==> src/hdl/ted_pkg.sv <==
// Package for the typed event deque: sizes, request codes, item and control types.
`default_nettype none
package ted_pkg;

   localparam int QUEUE_DEPTH = 16;
   localparam int HANDLE_BITS = 16;

   localparam int HND_W = (HANDLE_BITS < 16) ? HANDLE_BITS : 16;
   localparam int IDX_W = (QUEUE_DEPTH > 1) ? $clog2(QUEUE_DEPTH) : 1;
   localparam int CNT_W = $clog2(QUEUE_DEPTH + 1);

   localparam logic [7:0] ABORT_MASK = 8'h80;

   typedef enum logic [2:0] {
      RQ_REPLACE     = 3'd0,
      RQ_PUSH_BACK   = 3'd1,
      RQ_PUSH_FRONT  = 3'd2,
      RQ_POP         = 3'd3,
      RQ_POP_EQUAL   = 3'd4,
      RQ_POP_NEITHER = 3'd5,
      RQ_FLUSH       = 3'd6
   } req_code_type;

   typedef enum logic [2:0] {
      CM_HOLD,
      CM_PULL_NEXT,
      CM_PULL_PREV,
      CM_WR_TAIL,
      CM_WR_HEAD
   } cell_mode_type;

   typedef struct packed {
      cell_mode_type     mode;
      logic [IDX_W-1:0]  tail_idx;
   } cell_ctl_type;

   typedef struct packed {
      logic [HND_W-1:0] handle;
      logic [7:0]       kind;
   } entry_type;

   typedef struct packed {
      logic [2:0]  req_type;
      logic [15:0] event_handle;
      logic [7:0]  event_kind;
      logic [7:0]  match_type_a;
      logic [7:0]  match_type_b;
   } req_item_type;

   typedef struct packed {
      logic        popped_valid;
      logic [15:0] popped_handle;
      logic [7:0]  popped_kind;
      logic        head_valid;
      logic [7:0]  head_kind;
      logic        head_is_abort;
      logic        head_differs;
      logic [4:0]  discarded_count;
      logic        push_rejected;
      logic [4:0]  entry_count;
   } rsp_item_type;

   function automatic logic [4:0] count_to_field(input logic [CNT_W-1:0] c);
      logic [31:0] w;
      w = 32'(c);
      return w[4:0];
   endfunction

endpackage
`default_nettype wire

==> src/hdl/ted_cell.sv <==
// One deque slot: holds an entry and takes its neighbor's, the new one, or keeps its own.
`default_nettype none
module ted_cell import ted_pkg::*; (
   input  wire logic              clock,
   input  wire logic [IDX_W-1:0]  idx,
   input  wire cell_ctl_type      ctl,
   input  wire entry_type         prev_d,
   input  wire entry_type         next_d,
   input  wire entry_type         new_d,
   output      entry_type         entry_q
);

   entry_type entry_ff;
   entry_type entry_in;

   always_comb begin
      entry_in = entry_ff;
      case (ctl.mode)
         CM_HOLD:      entry_in = entry_ff;
         CM_PULL_NEXT: entry_in = next_d;
         CM_PULL_PREV: entry_in = prev_d;
         CM_WR_TAIL:   if (idx == ctl.tail_idx) entry_in = new_d;
         CM_WR_HEAD:   if (idx == '0) entry_in = new_d;
         default:      entry_in = entry_ff;
      endcase
   end

   always_ff @(posedge clock) begin
      entry_ff <= entry_in;
   end

   assign entry_q = entry_ff;

endmodule
`default_nettype wire

==> src/hdl/typed_event_deque_core.sv <==
// Typed event deque: a row of shifting slots with the head in slot zero.
// The result item is registered from the request as the request is accepted.
// Throughput: one request per cycle while the result is not stalled; each request moves the whole slot row in one step.
// Reset clears the entry count and the result valid; slot contents stay undefined until written.
`default_nettype none
module typed_event_deque_core import ted_pkg::*; (
   input  wire logic          clock,
   input  wire logic          reset,
   input  wire logic          req_valid,
   output      logic          req_stall,
   input  wire req_item_type  req_item,
   output      logic          rsp_valid,
   input  wire logic          rsp_stall,
   output      rsp_item_type  rsp_item
);

   logic [CNT_W-1:0] count_ff;
   logic [CNT_W-1:0] count_in;
   logic             rsp_valid_ff;
   logic             rsp_valid_in;
   rsp_item_type     rsp_item_ff;
   rsp_item_type     rsp_item_in;

   entry_type        cell_q [QUEUE_DEPTH];
   entry_type        new_entry;
   cell_ctl_type     ctl;
   logic             accept;

   logic             empty;
   logic             full;
   logic             do_pop;
   logic             rejected;
   logic [CNT_W-1:0] discarded;
   cell_mode_type    mode;
   entry_type        head_next;

   assign new_entry.handle = req_item.event_handle[HND_W-1:0];
   assign new_entry.kind   = req_item.event_kind;

   assign req_stall = rsp_valid_ff & rsp_stall;
   assign accept    = req_valid & ~req_stall;

   assign empty = (count_ff == '0);
   assign full  = (count_ff == CNT_W'(QUEUE_DEPTH));

   always_comb begin
      mode      = CM_HOLD;
      count_in  = count_ff;
      do_pop    = 1'b0;
      rejected  = 1'b0;
      discarded = '0;
      head_next = cell_q[0];
      case (req_item.req_type)
         RQ_REPLACE: begin
            discarded = count_ff;
            mode      = CM_WR_HEAD;
            count_in  = CNT_W'(1);
            head_next = new_entry;
         end
         RQ_PUSH_BACK: begin
            if (full) begin
               rejected = 1'b1;
            end else begin
               mode     = CM_WR_TAIL;
               count_in = count_ff + CNT_W'(1);
               if (empty) head_next = new_entry;
            end
         end
         RQ_PUSH_FRONT: begin
            if (full) begin
               rejected = 1'b1;
            end else begin
               mode      = CM_PULL_PREV;
               count_in  = count_ff + CNT_W'(1);
               head_next = new_entry;
            end
         end
         RQ_POP:         do_pop = ~empty;
         RQ_POP_EQUAL:   do_pop = ~empty && (cell_q[0].kind == req_item.match_type_a);
         RQ_POP_NEITHER: do_pop = ~empty && (cell_q[0].kind != req_item.match_type_a)
                                         && (cell_q[0].kind != req_item.match_type_b);
         RQ_FLUSH: begin
            discarded = count_ff;
            count_in  = '0;
         end
         default: ;
      endcase
      if (do_pop) begin
         mode      = CM_PULL_NEXT;
         count_in  = count_ff - CNT_W'(1);
         head_next = cell_q[1];
      end
      if (!accept) begin
         mode     = CM_HOLD;
         count_in = count_ff;
      end
   end

   assign ctl.mode     = mode;
   assign ctl.tail_idx = count_ff[IDX_W-1:0];

   always_comb begin
      rsp_item_in.popped_valid    = do_pop;
      rsp_item_in.popped_handle   = do_pop ? 16'(cell_q[0].handle) : 16'd0;
      rsp_item_in.popped_kind     = do_pop ? cell_q[0].kind : 8'd0;
      rsp_item_in.head_valid      = (count_in != '0);
      rsp_item_in.head_kind       = (count_in != '0) ? head_next.kind : 8'd0;
      rsp_item_in.head_is_abort   = (count_in != '0) && ((head_next.kind & ABORT_MASK) != 8'd0);
      rsp_item_in.head_differs    = ~empty && (cell_q[0].kind != req_item.match_type_a);
      rsp_item_in.discarded_count = count_to_field(discarded);
      rsp_item_in.push_rejected   = rejected;
      rsp_item_in.entry_count     = count_to_field(count_in);
   end

   assign rsp_valid_in = accept | (rsp_valid_ff & rsp_stall);

   always_ff @(posedge clock) begin
      if (reset) begin
         count_ff     <= '0;
         rsp_valid_ff <= 1'b0;
      end else begin
         count_ff     <= count_in;
         rsp_valid_ff <= rsp_valid_in;
      end
   end

   always_ff @(posedge clock) begin
      if (accept) begin
         rsp_item_ff <= rsp_item_in;
      end
   end

   assign rsp_valid = rsp_valid_ff;
   assign rsp_item  = rsp_item_ff;

   for (genvar i = 0; i < QUEUE_DEPTH; i++) begin : g_cell
      entry_type prev_d;
      entry_type next_d;
      if (i == 0) begin : g_first
         assign prev_d = new_entry;
      end else begin : g_mid_prev
         assign prev_d = cell_q[i-1];
      end
      if (i == QUEUE_DEPTH - 1) begin : g_last
         assign next_d = cell_q[i];
      end else begin : g_mid_next
         assign next_d = cell_q[i+1];
      end
      ted_cell u_cell (
         .clock   (clock),
         .idx     (IDX_W'(i)),
         .ctl     (ctl),
         .prev_d  (prev_d),
         .next_d  (next_d),
         .new_d   (new_entry),
         .entry_q (cell_q[i])
      );
   end

endmodule
`default_nettype wire

==> config.mk <==
export PLATFORM = sky130hd
export DESIGN_NAME = typed_event_deque_core
export DESIGN_NICKNAME = d
export VERILOG_FILES = /design/src/hdl/ted_pkg.sv /design/src/hdl/ted_cell.sv /design/src/hdl/typed_event_deque_core.sv
export SDC_FILE = /design/constraint.sdc
export NUM_CORES = 1
export LEC_CHECK = 0
export BUFFER_PORTS_ARGS = -buffer_cell sky130_fd_sc_hd__buf_2
export CAP_MARGIN = 15
export CORE_ASPECT_RATIO = 0.75
export CORE_MARGIN = 4
export CORE_UTILIZATION = 60
export DETAILED_ROUTE_END_ITERATION = 6
export GPL_TIMING_DRIVEN = 0
export PLACE_DENSITY = 0.78
export SLEW_MARGIN = 20
export SYNTH_ARGS = -nofsm -noshare
export SYNTH_HDL_FRONTEND = slang
export SYNTH_SLANG_ARGS = --single-unit
==> constraint.sdc <==
create_clock -name clock -period 5.9 [get_ports clock]
set_input_delay 0.59 -clock clock [delete_from_list [all_inputs] [get_ports clock]]
set_output_delay 0.59 -clock clock [all_outputs]
set_load 0.02 [all_outputs]
Yosys cells after proc, flatten, opt, wreduce, memory -nomap -nowiden:

Index checks and enable logic that the tools add are counted.

* bits in registers: 437
* input bits: 47
* word-level logic and storage cells: 174
* output and inout bits: 49

* mux-type cells: 48
* equal/unequal tests: 45
* add/sub/neg operators: 2
* bitwise logic cells: 5
* reductions and logical operators: 30

Operator list (number)
* 24-bit one-hot mux with 3 select lines: 15
* 24-bit 2-to-1 mux: 16
* 24-bit one-hot mux with 2 select lines: 1
* 4-bit equality test (first input constant): 8
* 8-bit 2-to-1 mux: 4
* 2-bit by 1-bit != test with 1-bit output (second input constant): 16
* 2-bit AND reduction: 16
* 8-bit one-hot mux with 3 select lines: 1
* 3-bit by 4-bit equality test with 1-bit output (first input constant): 4
* 8-bit != test: 2
* 5-bit 2-to-1 mux: 3
* 5-bit one-hot mux with 3 select lines: 1
* 3-bit by 2-bit equality test with 1-bit output (second input constant): 4
* 3-bit equality test (second input constant): 4
* 3-bit one-hot mux with 3 select lines: 1
* 2-bit by 4-bit equality test with 1-bit output (first input constant): 2
* 8-bit equality test: 1
* 3-bit by 1-bit equality test with 1-bit output (second input constant): 2
* 3-bit 2-to-1 mux: 2
* 3-bit nonzero test: 2
* 2-bit OR reduction: 3
* 5-bit by 1-bit adder with 5-bit output (second input constant): 1
* 5-bit equality test (second input constant): 1
* 5-bit zero test: 1
* 13 further kinds: 19

Depth between registers and ports, before layout:

* depth after elaboration: 11
* gate-level depth with buffers: 12
* depth with buffers taken out: 10

By module:

From an unflattened synthesis, not the netlist that was laid out.

* cells, all modules: 3522
* area total of the unflattened synthesis: 38936.1 um2

Modules (own cells, without submodules)
* ted_cell: cells an instance 205, instances 16, area each 2263.4 um2, seq. area each 720.7 um2
* typed_event_deque_core: cells an instance 242, instances 1, area each 2721.4 um2, seq. area each 1531.5 um2

Worst setup path before layout:

Ideal clock, no wire load.

* path type: input port to flip-flop
* from: input port rsp_stall
* to: register g_cell[0].u_cell.entry_ff, in the netlist g_cell[0].u_cell.entry_q[0], enable pin
* path slack: 1.271 ns
* buffers on the path: 2
* arrival time: 4.191 ns
* required time: 5.462 ns
* setup time: 0.438 ns
* stages on the path: 7
* cells stage by stage: nand2_1 -> nand2_1 -> inv_1 -> o21ai_2 -> buf_2 -> buf_1 -> o21ai_0

* cells in the longest elaborated chain, start to end: 8
* elaborated cells between the ends (all ways): 12
* those cells by class: eq/ne (5); mux (1); bitwise (3); reduce/logical (3)

RTL lines
* start: declaration: RTL line typed_event_deque_core.sv:13 `input wire logic rsp_stall,`
* 1-bit bitwise AND (*): RTL line typed_event_deque_core.sv:40 `assign req_stall = rsp_valid_ff & rsp_stall;`
* 1-bit NOT (*): RTL line typed_event_deque_core.sv:41 `assign accept = req_valid & ~req_stall;`
* 1-bit bitwise AND (*): RTL line typed_event_deque_core.sv:41
* net accept: RTL line typed_event_deque_core.sv:27 `logic accept;`
* 3-bit 2-to-1 mux (*): RTL line typed_event_deque_core.sv:93 `if (!accept) begin`
* 3-bit by 2-bit equality test with 1-bit output or 3-bit equality test (tied branches): RTL line ted_cell.sv:18 `case (ctl.mode)`
* 2-bit OR reduction (no line)
* 3-bit nonzero test (no line)
* 2-bit AND reduction (no line) (*)
* end signal: assignment: RTL line ted_cell.sv:29 `entry_ff <= entry_in;`
* end: declaration: RTL line ted_cell.sv:13 `entry_type entry_ff;`

Mark *: on every way through the listed nets, which the timed path passes. The rest lies on a longest branch.
A chain may end at the register's enable or synchronous reset.

Worst setup path after layout:

* from: register count_ff[0]
* to: register g_cell[0].u_cell.entry_ff, in the netlist g_cell[0].u_cell.entry_q[18], enable pin

* cells in the longest elaborated chain, start to end: 11
* elaborated cells between the ends (all ways): 21
* those cells by class: eq/ne (6); mux (6); bitwise (1); reduce/logical (8)

RTL lines
* start: declaration: RTL line typed_event_deque_core.sv:17 `logic [CNT_W-1:0] count_ff;`
* start signal: assignment: RTL line typed_event_deque_core.sv:122 `count_ff <= count_in;`
* 5-bit zero test: RTL line typed_event_deque_core.sv:43 `assign empty = (count_ff == '0);`
* 1-bit NOT: RTL line typed_event_deque_core.sv:78, typed_event_deque_core.sv:79, typed_event_deque_core.sv:80
* 1-bit logical AND: RTL line typed_event_deque_core.sv:80 `RQ_POP_NEITHER: do_pop = ~empty && (cell_q[0].kind != req_item.match_type_a)`
* 1-bit logical AND: RTL line typed_event_deque_core.sv:81 `&& (cell_q[0].kind != req_item.match_type_b);`
* 1-bit one-hot mux with 3 select lines: RTL line typed_event_deque_core.sv:53 `case (req_item.req_type)`
* 3-bit 2-to-1 mux: RTL line typed_event_deque_core.sv:88 `if (do_pop) begin`
* 3-bit 2-to-1 mux: RTL line typed_event_deque_core.sv:93
* 3-bit by 2-bit equality test with 1-bit output or 3-bit equality test (tied branches): RTL line ted_cell.sv:18
* 2-bit OR reduction (no line)
* 3-bit nonzero test (no line)
* 2-bit AND reduction (no line) (*)

Mark *: on every way between the ends. The rest lies on a longest branch, timed or not.

==> impl.org <==
** Outcome
- The flow ran to the end, but the final reports show violations.
- The checks that failed: DRC.

** Power and ir drop
- For this design the ratio of total power to cell area is between 300 and 400 nW/um^2.
- IR analysis of the VDD net gives a maximum drop of between 0.2 and 0.25 mV.
- Internal power comes to roughly 0.0057 W.
- Combinational fraction of design power :: 0.163
- Summed over all nets, the switching power comes to about 0.0023 W.
- Sequential Power Share :: 0.493
- The analysis attributes to cell leakage a power of between 8 and 9 nW.
- Of the total power, the share spent switching nets is 0.2835.
- Power comes to between 0.007 and 0.008 W.
- Of the total power, the clock network draws 0.343.

** Yosys
- Mean post-synth cell area :: 10.73 sq um
- The synthesized design contains roughly 440 register bits.
- Gate count after technology mapping :: a little under 2000
- After synthesis, the netlist uses 55 different library cells.
- Top post-synthesis cells by count :: sky130_fd_sc_hd__edfxtp_1, sky130_fd_sc_hd__nand2_1, sky130_fd_sc_hd__nor2_1
- In the synthesized netlist the async set-or-reset flop fraction comes to 0.
- Most repeated cell in the gate-level netlist after synthesis :: sky130_fd_sc_hd__edfxtp_1
- Synth top area cells :: sky130_fd_sc_hd__edfxtp_1, sky130_fd_sc_hd__a31oi_1, sky130_fd_sc_hd__nand2_1
- Combined area of all synthesized cells :: roughly 21000 sq um
- Synth Warn # :: 0
- Counting flops with a built-in enable in the synthesized netlist gives around 430.
- The number of nets in the synthesized netlist is ~2000.
- For this run, the register share of the synthesized area comes to 0.6302.
- Among all flip-flop cells after synthesis, the most frequent one is sky130_fd_sc_hd__edfxtp_1.
- The share of synthesized area in the top cell type comes to 0.6244.
- The largest total area in the synthesized netlist belongs to sky130_fd_sc_hd__edfxtp_1.

** Clocking
- Hold repair after CTS inserted 0 buffers.
- TritonCTS built the clock tree.
- The H-tree generated during clock tree synthesis spans 2 levels.
- Once the clock tree was built, the setup fixing pass inserted 0 buffers.
- Post-CTS repair changed the size of 0 cells.
- Clock tree root buffer cell :: sky130_fd_sc_hd__clkbuf_16
- CTS Sinks :: about 440
- Total clock buffers created by CTS :: 42
- Clock latency reported for the late side of the worst-skew pair :: about 0.57 ns
- Clk buf depth :: 3
- Clock transition at the registers of the reported paths :: ~0.060 ns

** Finish
- Fill count :: 2416
- In the final design database the tool counted ~2100 nets.
- Count of inserted antenna diode cells :: 0
- Relative to the synthesized area, the layout overhead comes to 14.15%.
- In the final layout, the share of cells above drive strength 1 is 0.1464.
- Once layout is complete, the utilization of the core stands at 0.6996.

** Critical path
- Worst-path cell chain :: inv_1, ha_1, nor4b_4, nor3_1, a32oi_1, o31ai_4, o21ai_2, buf_2, buf_1, nand2_1, o21ai_4, buf_8
- Together, buffers and inverters on the worst path number 4.
- R2R depth :: 12
- Grouping stages by cell kind, the critical path spends the most delay in buffers and inverters.
- Data arrival time of the critical path :: 5.18 ns
- The startpoint identified for the worst register-to-register timing path is count_ff[0].
- Reg-to-reg critical path endpoint :: g_cell[0].u_cell.entry_q[18]
- For this run, the slowest stage of the critical path takes 0.73 ns.
- STA puts the critical path data required time at ~6 ns.
- The setup check on the worst reg-to-reg path leaves a slack of ~0.98 ns.
- Critical Path Source Type :: register
- In this run the worst path has a maximum fanout of 13.
- The setup path with the least slack is of type reg2reg.
- Critical Path End Type :: register
- For this design, the slowest cell found on the critical path is sky130_fd_sc_hd__buf_1.

** Placement
- Number of buffers inserted by port buffering :: between 90 and 100
- Worst Setup Slack post-DPL :: 1.257 ns
- The congestion estimate from routability-driven global placement came to around 1.
- Final HPWL DP :: slightly above 50000 microns

** GRT
- Maximum number of pins on one net before global-route repair :: 39
- The first global-routing pass estimated 105300 microns of wire.
- The number of global-route vias before repair is between 15000 and 20000.
- The initial antenna violation count is 1.
- For this run the aggregate overflow at the end of global routing stands at 0.
- GR Util All Layers :: 0.3704

** STA
- The count of final hold-check violations was 0.
- Relative slew margins :: 0.2042
- Post-route minimum period :: 4.920 ns
- Across the routed clock network, the largest skew measured is between 0.02 and 0.025 ns.
- Final-report setup violation count :: 0
- The final count of pins violating max slew is 0.
- In the post-route analysis, the smallest setup slack over all paths is roughly 0.98 ns.
- In the finished design, the share of the clock period the worst path needs comes to 0.8339.
- Setup repair after global routing missed its margin :: false
- For the pin with the worst max-slew slack, the measured transition is roughly 1.2 ns.
- F_max :: between 0.2 and 0.25 GHz

** Drt
- For this block, wires on met1 add up to about 26000 microns.
- Routed met2 length :: roughly 30000 microns
- Total number of vias :: approximately 18000
- The first detailed-routing pass took 7 iterations.
- The highest layer touched by signal routing is met4.
- After detailed routing, the average wire length per cell comes to 28.02 microns.
- DR vias/cell :: roughly 7.0
- Summed over all layers, the routed wires come to about 72000 microns.
- Detailed Route Iter0 Violations :: around 3700
- Remaining antenna violation count after routing :: 0
- After detailed routing, the met3 layer carries around 12000 microns of wire.
- DRC violation count after routing :: 1

** Die
- Boundary pin count :: 96
- The core region is 33820 sq um.
- The initial utilization of the core area, before any placement, comes to 0.6129.
- The floorplan step set the die width to roughly 220 microns.
- In this run the core area contains 58 standard-cell rows.
- Die span in y :: 169.0 microns
- Die ar. :: ~38000 sq um

** Hold path
- The worst hold path passes through 2 cells.
- Sink of the worst hold path :: count_ff[0]
- Class of the tightest hold or removal check :: in2reg
- The worst hold path begins at reset.

** Flow run
- Max-cap violations in this run came to 0.
metal layers:
metal | GRT usage | vias to the layer above
met2 | 0.5319 | 1889
met4 | 0.1599 | 0
met1 | 0.5254 | 8482
met3 | 0.1181 | 339
met5 | 0 | -
li1 | - | 7333
cells in the final DEF (no fill, tap or decap), types with 5 or more instances in the layout:
| cell | n |
|---|---|
| sky130_fd_sc_hd__mux2_2 | 43 |
| sky130_fd_sc_hd__mux2i_1 | 10 |
| sky130_fd_sc_hd__nand2_2 | 8 |
| sky130_fd_sc_hd__o21ai_0 | 10 |
| sky130_fd_sc_hd__nand2_4 | 10 |
| sky130_fd_sc_hd__xor2_1 | 9 |
| sky130_fd_sc_hd__inv_1 | 9 |
| sky130_fd_sc_hd__buf_2 | 140 |
| sky130_fd_sc_hd__dfxtp_1 | 6 |
| sky130_fd_sc_hd__buf_8 | 6 |
| sky130_fd_sc_hd__buf_16 | 10 |
| sky130_fd_sc_hd__clkbuf_1 | 111 |
| sky130_fd_sc_hd__mux2_1 | 5 |
| sky130_fd_sc_hd__buf_6 | 12 |
| sky130_fd_sc_hd__ha_1 | 5 |
| sky130_fd_sc_hd__nand2_1 | 379 |
| sky130_fd_sc_hd__buf_1 | 6 |
| sky130_fd_sc_hd__nand3_1 | 9 |
| sky130_fd_sc_hd__clkbuf_16 | 45 |
| sky130_fd_sc_hd__xnor2_1 | 9 |
| sky130_fd_sc_hd__nor2_1 | 354 |
| sky130_fd_sc_hd__edfxtp_1 | 431 |
| sky130_fd_sc_hd__a21oi_1 | 27 |
| sky130_fd_sc_hd__clkinv_1 | 12 |
| sky130_fd_sc_hd__a21oi_4 | 15 |
| sky130_fd_sc_hd__nor3_1 | 6 |
| sky130_fd_sc_hd__and2_1 | 30 |
| sky130_fd_sc_hd__a31oi_1 | 338 |
| sky130_fd_sc_hd__nor2b_1 | 5 |
power groups by stage:
| stage | clock network (W) | registers (W) | logic, W |
|---|---|---|---|
| 5_1_grt | 0.00284 | 0.00394 | 0.00136 |
| 4_1_cts | 0.00270 | 0.00391 | 0.00124 |
| 3_5_place_dp | 0 | 0.00398 | 0.00123 |
| 3_3_place_gp | 0 | 0.00399 | 0.00110 |
| 2_1_floorplan | 0 | 0.00398 | 0.000698 |
| 6_report | 0.00273 | 0.00392 | 0.00130 |
per-stage QoR:
step | cells | instance area, sq um | TNS [ns] | hold WS (ns)
after floorplan | 1931 | 20730 | 0 | 0.5244
after global placement | 2475 | 21760 | -48.44 | 0.5377
after detailed placement | 2492 | 22330 | 0 | 0.5442
after CTS | 2568 | 23660 | 0 | 0.2692
after global routing | 2568 | 23660 | 0 | 0.2888
final | 2568 | 23660 | 0 | 0.2687
worst max-delay path by stage:
stage	startpoint	end	slack, ns	cells after the start
global placement	rsp_stall	g_cell[0].u_cell.entry_q[17]	-0.87	8
detailed placement	count_ff[0]	g_cell[0].u_cell.entry_q[17]	1.26	12
CTS	count_ff[0]	g_cell[0].u_cell.entry_q[18]	1.24	12
floorplan	rsp_stall	g_cell[0].u_cell.entry_q[0]	1.27	7
global route	count_ff[0]	g_cell[0].u_cell.entry_q[18]	0.95	12
finish	count_ff[0]	g_cell[0].u_cell.entry_q[18]	0.98	12
layout make-up:
cell class | count | area (sq um) | share of cell area
timing repair buffer | 111 | 855.8 | 0.03617
multi-input combinational | 1318 | 7029 | 0.2971
buffer | 166 | 782.0 | 0.03305
sequential | 437 | 13060 | 0.5521
tap | 450 | 563.0 | 0.02380
clock inverter | 19 | 157.7 | 0.006663
inverter | 10 | 37.54 | 0.001587
clock buffer | 57 | 1171 | 0.04950
logic make-up after synthesis:
family / count (synthesis) / synth area share
buf+inv: 176 / 0.03954
simple gates: 826 / 0.1654
compound gates: 411 / 0.1233
fa+ha+maj: 5 / 0.003018
mux: 58 / 0.03091
flops: 437 / 0.6302
xor+xnor: 18 / 0.007607
worst reg2reg max path, stage by stage (launching register included):
cell                      delay, ns
sky130_fd_sc_hd__dfxtp_1       0.42
sky130_fd_sc_hd__inv_1         0.23
sky130_fd_sc_hd__ha_1          0.47
sky130_fd_sc_hd__nor4b_4       0.53
sky130_fd_sc_hd__nor3_1        0.11
sky130_fd_sc_hd__a32oi_1       0.31
sky130_fd_sc_hd__o31ai_4       0.20
sky130_fd_sc_hd__o21ai_2       0.41
sky130_fd_sc_hd__buf_2         0.48
sky130_fd_sc_hd__buf_1         0.75
sky130_fd_sc_hd__nand2_1       0.22
sky130_fd_sc_hd__o21ai_4       0.27
sky130_fd_sc_hd__buf_8         0.23
flip-flops by register name (all words and copies together) (netlist names):
name / cells
count_ff: 5
g_cell.u_cell.entry_q: 384
rsp_item: 47
rsp_valid: 1
No activity file was read; power rests on OpenSTA's default activity.
